`src/rtl/mecanum_wheel_odometry_top_defines.svh`:
```
// Assertion macros for the mecanum odometry block.
`ifndef MECANUM_WHEEL_ODOMETRY_TOP_DEFINES_SVH
`define MECANUM_WHEEL_ODOMETRY_TOP_DEFINES_SVH
// Clocked implication check with reset disable.
`define MWO_ASSERT_IMPL(label, clk, rst_n, ante, cons, msg) \
  label: assert property (@(posedge clk) disable iff (!rst_n) (ante) |-> (cons)) \
    else $error(msg);
// Next-cycle implication check with reset disable.
`define MWO_ASSERT_NEXT(label, clk, rst_n, ante, cons, msg) \
  label: assert property (@(posedge clk) disable iff (!rst_n) (ante) |=> (cons)) \
    else $error(msg);
`endif

```
`src/rtl/mwo_pkg.sv`:
```
// Shared types, constants and tables for the mecanum odometry block.
package mwo_pkg;

  localparam int unsigned COUNT_BITS_DEF     = 32;
  localparam int unsigned TRIG_FRAC_BITS_DEF = 16;
  localparam int unsigned ANGLE_FRAC         = 16;
  localparam logic [31:0] DIST_RESET         = 32'd8590;
  localparam logic [31:0] ANGLE_RESET        = 32'd41680000;
  localparam logic [31:0] GAIN_Q30           = 32'd652032874;
  localparam logic [63:0] SMAX               = 64'h7FFF_FFFF_FFFF_FFFF;
  localparam logic [63:0] SMIN               = 64'h8000_0000_0000_0000;

  // Configuration register indexes.
  localparam logic [0:0] REG_DIST  = 1'b0;
  localparam logic [0:0] REG_ANGLE = 1'b1;

  // Controller states.
  typedef enum logic [3:0] {
    ST_IDLE, ST_DELTA, ST_SUMS, ST_MUL_DX, ST_MUL_DY, ST_MUL_TH,
    ST_CORDIC, ST_ROT0, ST_ROT1, ST_ROT2, ST_ROT3, ST_ACC, ST_OUT
  } state_e;

  // Multiplier operand selects.
  typedef enum logic [2:0] {
    MS_SX_DIST, MS_SY_DIST, MS_ST_ANG, MS_DX_C, MS_DY_S, MS_DX_S, MS_DY_C
  } msel_e;

  // Controller to datapath commands.
  typedef struct packed {
    logic  load;
    logic  delta;
    logic  sums;
    logic  mul_lo;
    logic  mul_en;
    msel_e msel;
    logic  cordic_start;
    logic  cordic_step;
    logic  acc;
  } cmd_t;

  // Datapath to controller status.
  typedef struct packed {
    logic cordic_done;
  } stat_t;

  // Arctangent table, binary angle units.
  function automatic logic [31:0] atan_lut(input logic [4:0] i);
    logic [31:0] r;
    unique case (i)
      5'd0:  r = 32'h20000000; 5'd1:  r = 32'h12E4051E; 5'd2:  r = 32'h09FB385B;
      5'd3:  r = 32'h051111D4; 5'd4:  r = 32'h028B0D43; 5'd5:  r = 32'h0145D7E1;
      5'd6:  r = 32'h00A2F61E; 5'd7:  r = 32'h00517C55; 5'd8:  r = 32'h0028BE53;
      5'd9:  r = 32'h00145F2F; 5'd10: r = 32'h000A2F98; 5'd11: r = 32'h000517CC;
      5'd12: r = 32'h00028BE6; 5'd13: r = 32'h000145F3; 5'd14: r = 32'h0000A2FA;
      5'd15: r = 32'h0000517D; 5'd16: r = 32'h000028BE; 5'd17: r = 32'h0000145F;
      5'd18: r = 32'h00000A30; 5'd19: r = 32'h00000518; 5'd20: r = 32'h0000028C;
      5'd21: r = 32'h00000146; 5'd22: r = 32'h000000A3; 5'd23: r = 32'h00000051;
      5'd24: r = 32'h00000029; 5'd25: r = 32'h00000014; 5'd26: r = 32'h0000000A;
      5'd27: r = 32'h00000005; 5'd28: r = 32'h00000003; 5'd29: r = 32'h00000001;
      5'd30: r = 32'h00000001; default: r = 32'h00000000;
    endcase
    return r;
  endfunction

  // Saturating 64-bit add.
  function automatic logic [63:0] sat_add(input logic [63:0] a, input logic [63:0] b);
    logic [63:0] r;
    r = a + b;
    if ((a[63] == b[63]) && (r[63] != a[63])) r = a[63] ? SMIN : SMAX;
    return r;
  endfunction

  // Saturating 64-bit subtract.
  function automatic logic [63:0] sat_sub(input logic [63:0] a, input logic [63:0] b);
    logic [63:0] r;
    r = a - b;
    if ((a[63] != b[63]) && (r[63] != a[63])) r = a[63] ? SMIN : SMAX;
    return r;
  endfunction

endpackage

```
`src/rtl/mwo_ctrl.sv`:
```
// Sequencing controller for the mecanum odometry block.
module mwo_ctrl (
  input  logic          clk_i,
  input  logic          rst_ni,
  input  logic          in_fire_i,
  input  logic          in_link_i,
  input  logic          out_fire_i,
  input  mwo_pkg::stat_t stat_i,
  output mwo_pkg::cmd_t  cmd_o,
  output logic          in_ready_o,
  output logic          out_valid_o
);
  import mwo_pkg::*;

  state_e state_q, state_d;
  logic   mph_q, mph_d;
  logic   mul_st;

  // State register and multiply phase.
  always_ff @(posedge clk_i or negedge rst_ni) begin
    if (!rst_ni) begin
      state_q <= ST_IDLE;
      mph_q   <= 1'b0;
    end else begin
      state_q <= state_d;
      mph_q   <= mph_d;
    end
  end

  // Each product has a low-half phase and then a high-half phase.
  always_comb begin
    unique case (state_q)
      ST_MUL_DX, ST_MUL_DY, ST_MUL_TH, ST_ROT0, ST_ROT1, ST_ROT2, ST_ROT3: mph_d = !mph_q;
      default: mph_d = 1'b0;
    endcase
  end

  // Next state.
  always_comb begin
    state_d = state_q;
    unique case (state_q)
      ST_IDLE:   if (in_fire_i && in_link_i) state_d = ST_DELTA;
      ST_DELTA:  state_d = ST_SUMS;
      ST_SUMS:   state_d = ST_MUL_DX;
      ST_MUL_DX: if (mph_q) state_d = ST_MUL_DY;
      ST_MUL_DY: if (mph_q) state_d = ST_MUL_TH;
      ST_MUL_TH: if (mph_q) state_d = ST_CORDIC;
      ST_CORDIC: if (stat_i.cordic_done) state_d = ST_ROT0;
      ST_ROT0:   if (mph_q) state_d = ST_ROT1;
      ST_ROT1:   if (mph_q) state_d = ST_ROT2;
      ST_ROT2:   if (mph_q) state_d = ST_ROT3;
      ST_ROT3:   if (mph_q) state_d = ST_ACC;
      ST_ACC:    state_d = ST_OUT;
      ST_OUT:    if (out_fire_i) state_d = ST_IDLE;
      default:   state_d = ST_IDLE;
    endcase
  end

  // Command outputs.
  always_comb begin
    cmd_o = '0;
    cmd_o.msel = MS_SX_DIST;
    in_ready_o = 1'b0;
    out_valid_o = 1'b0;
    mul_st = 1'b0;
    unique case (state_q)
      ST_IDLE: begin
        in_ready_o = 1'b1;
        cmd_o.load = in_fire_i && in_link_i;
      end
      ST_DELTA: cmd_o.delta = 1'b1;
      ST_SUMS: cmd_o.sums = 1'b1;
      ST_MUL_DX: begin
        mul_st = 1'b1; cmd_o.msel = MS_SX_DIST;
      end
      ST_MUL_DY: begin
        mul_st = 1'b1; cmd_o.msel = MS_SY_DIST;
      end
      ST_MUL_TH: begin
        mul_st = 1'b1; cmd_o.msel = MS_ST_ANG; cmd_o.cordic_start = 1'b1;
      end
      ST_CORDIC: cmd_o.cordic_step = 1'b1;
      ST_ROT0: begin
        mul_st = 1'b1; cmd_o.msel = MS_DX_C;
      end
      ST_ROT1: begin
        mul_st = 1'b1; cmd_o.msel = MS_DY_S;
      end
      ST_ROT2: begin
        mul_st = 1'b1; cmd_o.msel = MS_DX_S;
      end
      ST_ROT3: begin
        mul_st = 1'b1; cmd_o.msel = MS_DY_C;
      end
      ST_ACC: cmd_o.acc = 1'b1;
      ST_OUT: out_valid_o = 1'b1;
      default: ;
    endcase
    cmd_o.mul_lo = mul_st && !mph_q;
    cmd_o.mul_en = mul_st && mph_q;
  end

endmodule

```
`config.mk`:
```
export PLATFORM = sky130hd
export DESIGN_NAME = mwo_ctrl
export DESIGN_NICKNAME = d
export VERILOG_FILES = /design/src/rtl/mecanum_wheel_odometry_top_defines.svh /design/src/rtl/mwo_pkg.sv /design/src/rtl/mwo_ctrl.sv
export SDC_FILE = /design/constraint.sdc
export NUM_CORES = 1
export LEC_CHECK = 0
export BUFFER_PORTS_ARGS = -buffer_cell sky130_fd_sc_hd__buf_2
export CAP_MARGIN = 5
export CORE_AREA = 8 8 45 47
export CTS_CLUSTER_DIAMETER = 150
export DETAILED_ROUTE_END_ITERATION = 12
export DIE_AREA = 0 0 53 55
export HOLD_SLACK_MARGIN = 0.05
export SYNTH_ARGS = -nofsm -noshare
export SYNTH_HDL_FRONTEND = slang
export SYNTH_SLANG_ARGS = --single-unit
export TNS_END_PERCENT = 1
```
`constraint.sdc`:
```
create_clock -name clk_i -period 1.8 [get_ports clk_i]
set_clock_uncertainty 0.15 [all_clocks]
set_input_delay 0 -clock clk_i [delete_from_list [all_inputs] [get_ports clk_i]]
set_output_delay 0 -clock clk_i [all_outputs]
set_load 0.1 [all_outputs]
```
==> results.txt <==
Remaining max-slew budget at the tightest pin: 67.9%. The region available for standard cell placement spans 1380 µm². Sequential elements use 27.5% of the synthesized area. The number of antenna violations at the first check in global routing is 0, and the number of levels the H-tree was split into is 1. The initial core utilization is 32.8%, and the final max-slew violation count is 0. The I/O pin total is 19. Leaving out fill and tap cells, the most frequent cell in the layout is sky130_fd_sc_hd__buf_4. The critical path in this run is classified as reg2out. The total wirelength of the detailed-routed design is 1490 µm.

Summed over all instances, the cell type with the most area after synthesis is sky130_fd_sc_hd__dfrtp_1. The run gives 91 as the filler cell count. The top cell type by area accounts for 27.5% of the synthesized area.

Leaving out fill and tap cells, the most frequent cells in the layout are sky130_fd_sc_hd__buf_4, sky130_fd_sc_hd__buf_12, sky130_fd_sc_hd__nand2_1, sky130_fd_sc_hd__buf_2. The logs give 2920 µm² for the die footprint and 535 for the number of global-route vias before repair. Clock-pin slew was measured on the worst setup and hold paths at 50 ps. The number of endpoints with negative hold slack in the final report was 0.

The share of final-layout standard cells stronger than drive strength 1 was 67.0%; the detailed-route wire length per cell was 13.5 µm. The run gives -94.5 ps as the sum of negative setup slack. Synthesis inferred 5 register bits. Compared with the post-synthesis result, the final layout area differs by 126%.

For this run, the top clock speed supported by timing is 545 MHz. Setup repair after global routing could not meet its margin everywhere. During synthesis, Yosys emitted a total of 0 warnings.

The run gives -35.5 ps as the worst path setup slack after routing. The net count of the finished layout is 101. The HPWL after detailed placement is 1090 µm. The run gives 10.9% as the global-route usage over all layers. The path class of the tightest hold or removal check is in2reg. Clock latency on the worst-skew pair, taken at its later pin, is 250 ps. The tools report the post-synthesis instance area as 454 µm². STA classifies the critical path endpoint as an output pin. Counting along the longest clock path gives a buffer depth of 2.

Synthesis instantiated 22 different standard cells from the library. Counting every sink on the clock net gives 5. Synthesis produced a netlist with a net count of 57. Sorting the synthesized cells by area gives the leading types as sky130_fd_sc_hd__dfrtp_1, sky130_fd_sc_hd__a2111oi_4, sky130_fd_sc_hd__mux2_1, sky130_fd_sc_hd__buf_4, sky130_fd_sc_hd__nand2_1. For this run, design rule violations remaining after detail routing come to 0.

The transition at the pin with the smallest max-transition slack was 485 ps; the instance count of the mapped netlist was 51. The first-iteration detailed-routing DRC count is 5, and the final critical-path share of the clock period is 102%. Once layout is complete, the utilization of the core stands at 74.1%.

The logs give 99 for the total placed cells including tap cells and 0.780 for the final RePlAce weighted congestion. The repair_antennas step left the layout with diodes totalling 0. The die outline width works out to 53 µm.

The tools report the arrival time at the worst endpoint as 1690 ps. The post-route antenna net violation count is 0, and the largest fanout on the critical path is 7. Input and output buffers added on the ports amount to 18. TritonCTS built the clock tree. The initialized floorplan defines 14 standard-cell rows. The pin count of the biggest net entering global routing was 10. Setup violations remaining at the end of the flow were counted as 6. The final reports fail on setup timing. The tools report the number of detailed-routing iterations run before antenna repair as 2. The final non-filler cell total is 110.

Detailed routing inserted a total of 539 vias. The number of maximum-capacitance constraint violations came out at 0. The smallest clock period supported by the final layout is computed as 1840 ps.

The number of vias per cell after detailed routing came out at 4.90. The number of buffers inserted during clock tree synthesis came out at 3. The CTS root buffer is sky130_fd_sc_hd__clkbuf_4.

For the post-placement setup slack, the log shows -72.1 ps. After global routing the overflow that remains totals 0. The height of the die works out to 55 µm. The tools report the startpoint type of the worst setup path as a flop.

The first global-routing pass estimated 2350 µm of wire. At the worst endpoint, the required time is 1650 ps. Each instance of the synthesized netlist takes up on average 8.91 µm².

The flow ran to the end, but the final reports show violations.
## worst max-delay path, stage by stage (launching register included)
cell and delay [ps]:
sky130_fd_sc_hd__dfrtp_2 460, sky130_fd_sc_hd__buf_6 140, sky130_fd_sc_hd__nor4_4 330, sky130_fd_sc_hd__buf_4 170, sky130_fd_sc_hd__and3_4 180, sky130_fd_sc_hd__buf_12 170
## routing by layer
metal	part of all wire, %	global-route usage [%]	vias to the layer above
met5	0	0	-
met4	2.1	7.76	0
met3	4.4	2.67	3
met2	53	18.4	11
met1	41	11.8	256
li1	-	-	269
## synthesized netlist by cell type
master,number
sky130_fd_sc_hd__dfrtp_1,5
sky130_fd_sc_hd__and3_1,1
sky130_fd_sc_hd__a2111oi_4,2
sky130_fd_sc_hd__nor3_1,4
sky130_fd_sc_hd__nor2_1,5
sky130_fd_sc_hd__a22o_1,1
sky130_fd_sc_hd__o21ai_0,4
sky130_fd_sc_hd__nor4_2,1
sky130_fd_sc_hd__buf_4,3
sky130_fd_sc_hd__nor3_2,1
sky130_fd_sc_hd__nand2b_1,3
sky130_fd_sc_hd__buf_2,2
sky130_fd_sc_hd__inv_1,1
sky130_fd_sc_hd__mux2_1,4
sky130_fd_sc_hd__nor2b_1,1
sky130_fd_sc_hd__a21oi_1,2
sky130_fd_sc_hd__and2_1,1
sky130_fd_sc_hd__nand2_1,6
sky130_fd_sc_hd__nor4_1,1
sky130_fd_sc_hd__a2111oi_0,1
sky130_fd_sc_hd__nand2b_2,1
sky130_fd_sc_hd__xnor2_1,1
## final cells by class
cell class	instances	area [µm²]	share of cell area [%]
Multi-Input combinational cell	40	364	35.5
Inverter	1	3.75	0.366
Clock buffer	4	26.3	2.56
Timing Repair Buffer	44	482	47.0
Sequential cell	5	130	12.7
Tap cell	16	20.0	1.95
## logic make-up (layout without fill, tap and decap cells)
kind of cell | count (synthesis) | in the layout | share of synthesized area, %
DFF | 5 | 5 | 27.5
AOI/OAI and AO/OA | 10 | 10 | 22.6
muxes | 4 | 4 | 9.92
buffers and inverters | 6 | 49 | 7.99
xor gates and xnor gates | 1 | 1 | 1.93
and+or+nand+nor | 25 | 25 | 30.0
## worst paths after layout
| check | from | endpoint | slack (ps) | depth (start not counted) |
|---|---|---|---|---|
| max reg2reg | state_q[2] | state_q[0] | -10 | 5 |
| max | state_q[2] | cmd_o[10] | -40 | 5 |
| min | in_link_i | state_q[1] | 130 | 4 |
| max in group asynchronous | rst_ni | state_q[0] | 740 | 3 |
| min reg2reg | mph_q | mph_q | 490 | 2 |
| min in group asynchronous | rst_ni | state_q[3] | 540 | 3 |
## timing repair
item	CTS	global route
pin swaps	4	0
endpoints found under the hold margin	5	0
hold buffers	2	0
setup endpoints to repair	8	11
setup buffers	5	0
resized for setup	11	2
## flip-flops by register name, summed over array words and instances (netlist names)
| signal | cells |
|---|---|
| mph_q | 1 |
| state_q | 4 |
## through the flow
| step | cell area [µm²] | hold WS (ps) |
|---|---|---|
| global route | 1030 | 161 |
| global placement | 898 | -333 |
| finish | 1030 | 131 |
| CTS | 1020 | 122 |
| floorplan | 502 | -446 |
| detailed placement | 898 | -329 |
Power is not shown: default switching activity piles up to over one toggle a cycle in this logic, so the estimate is an artifact.
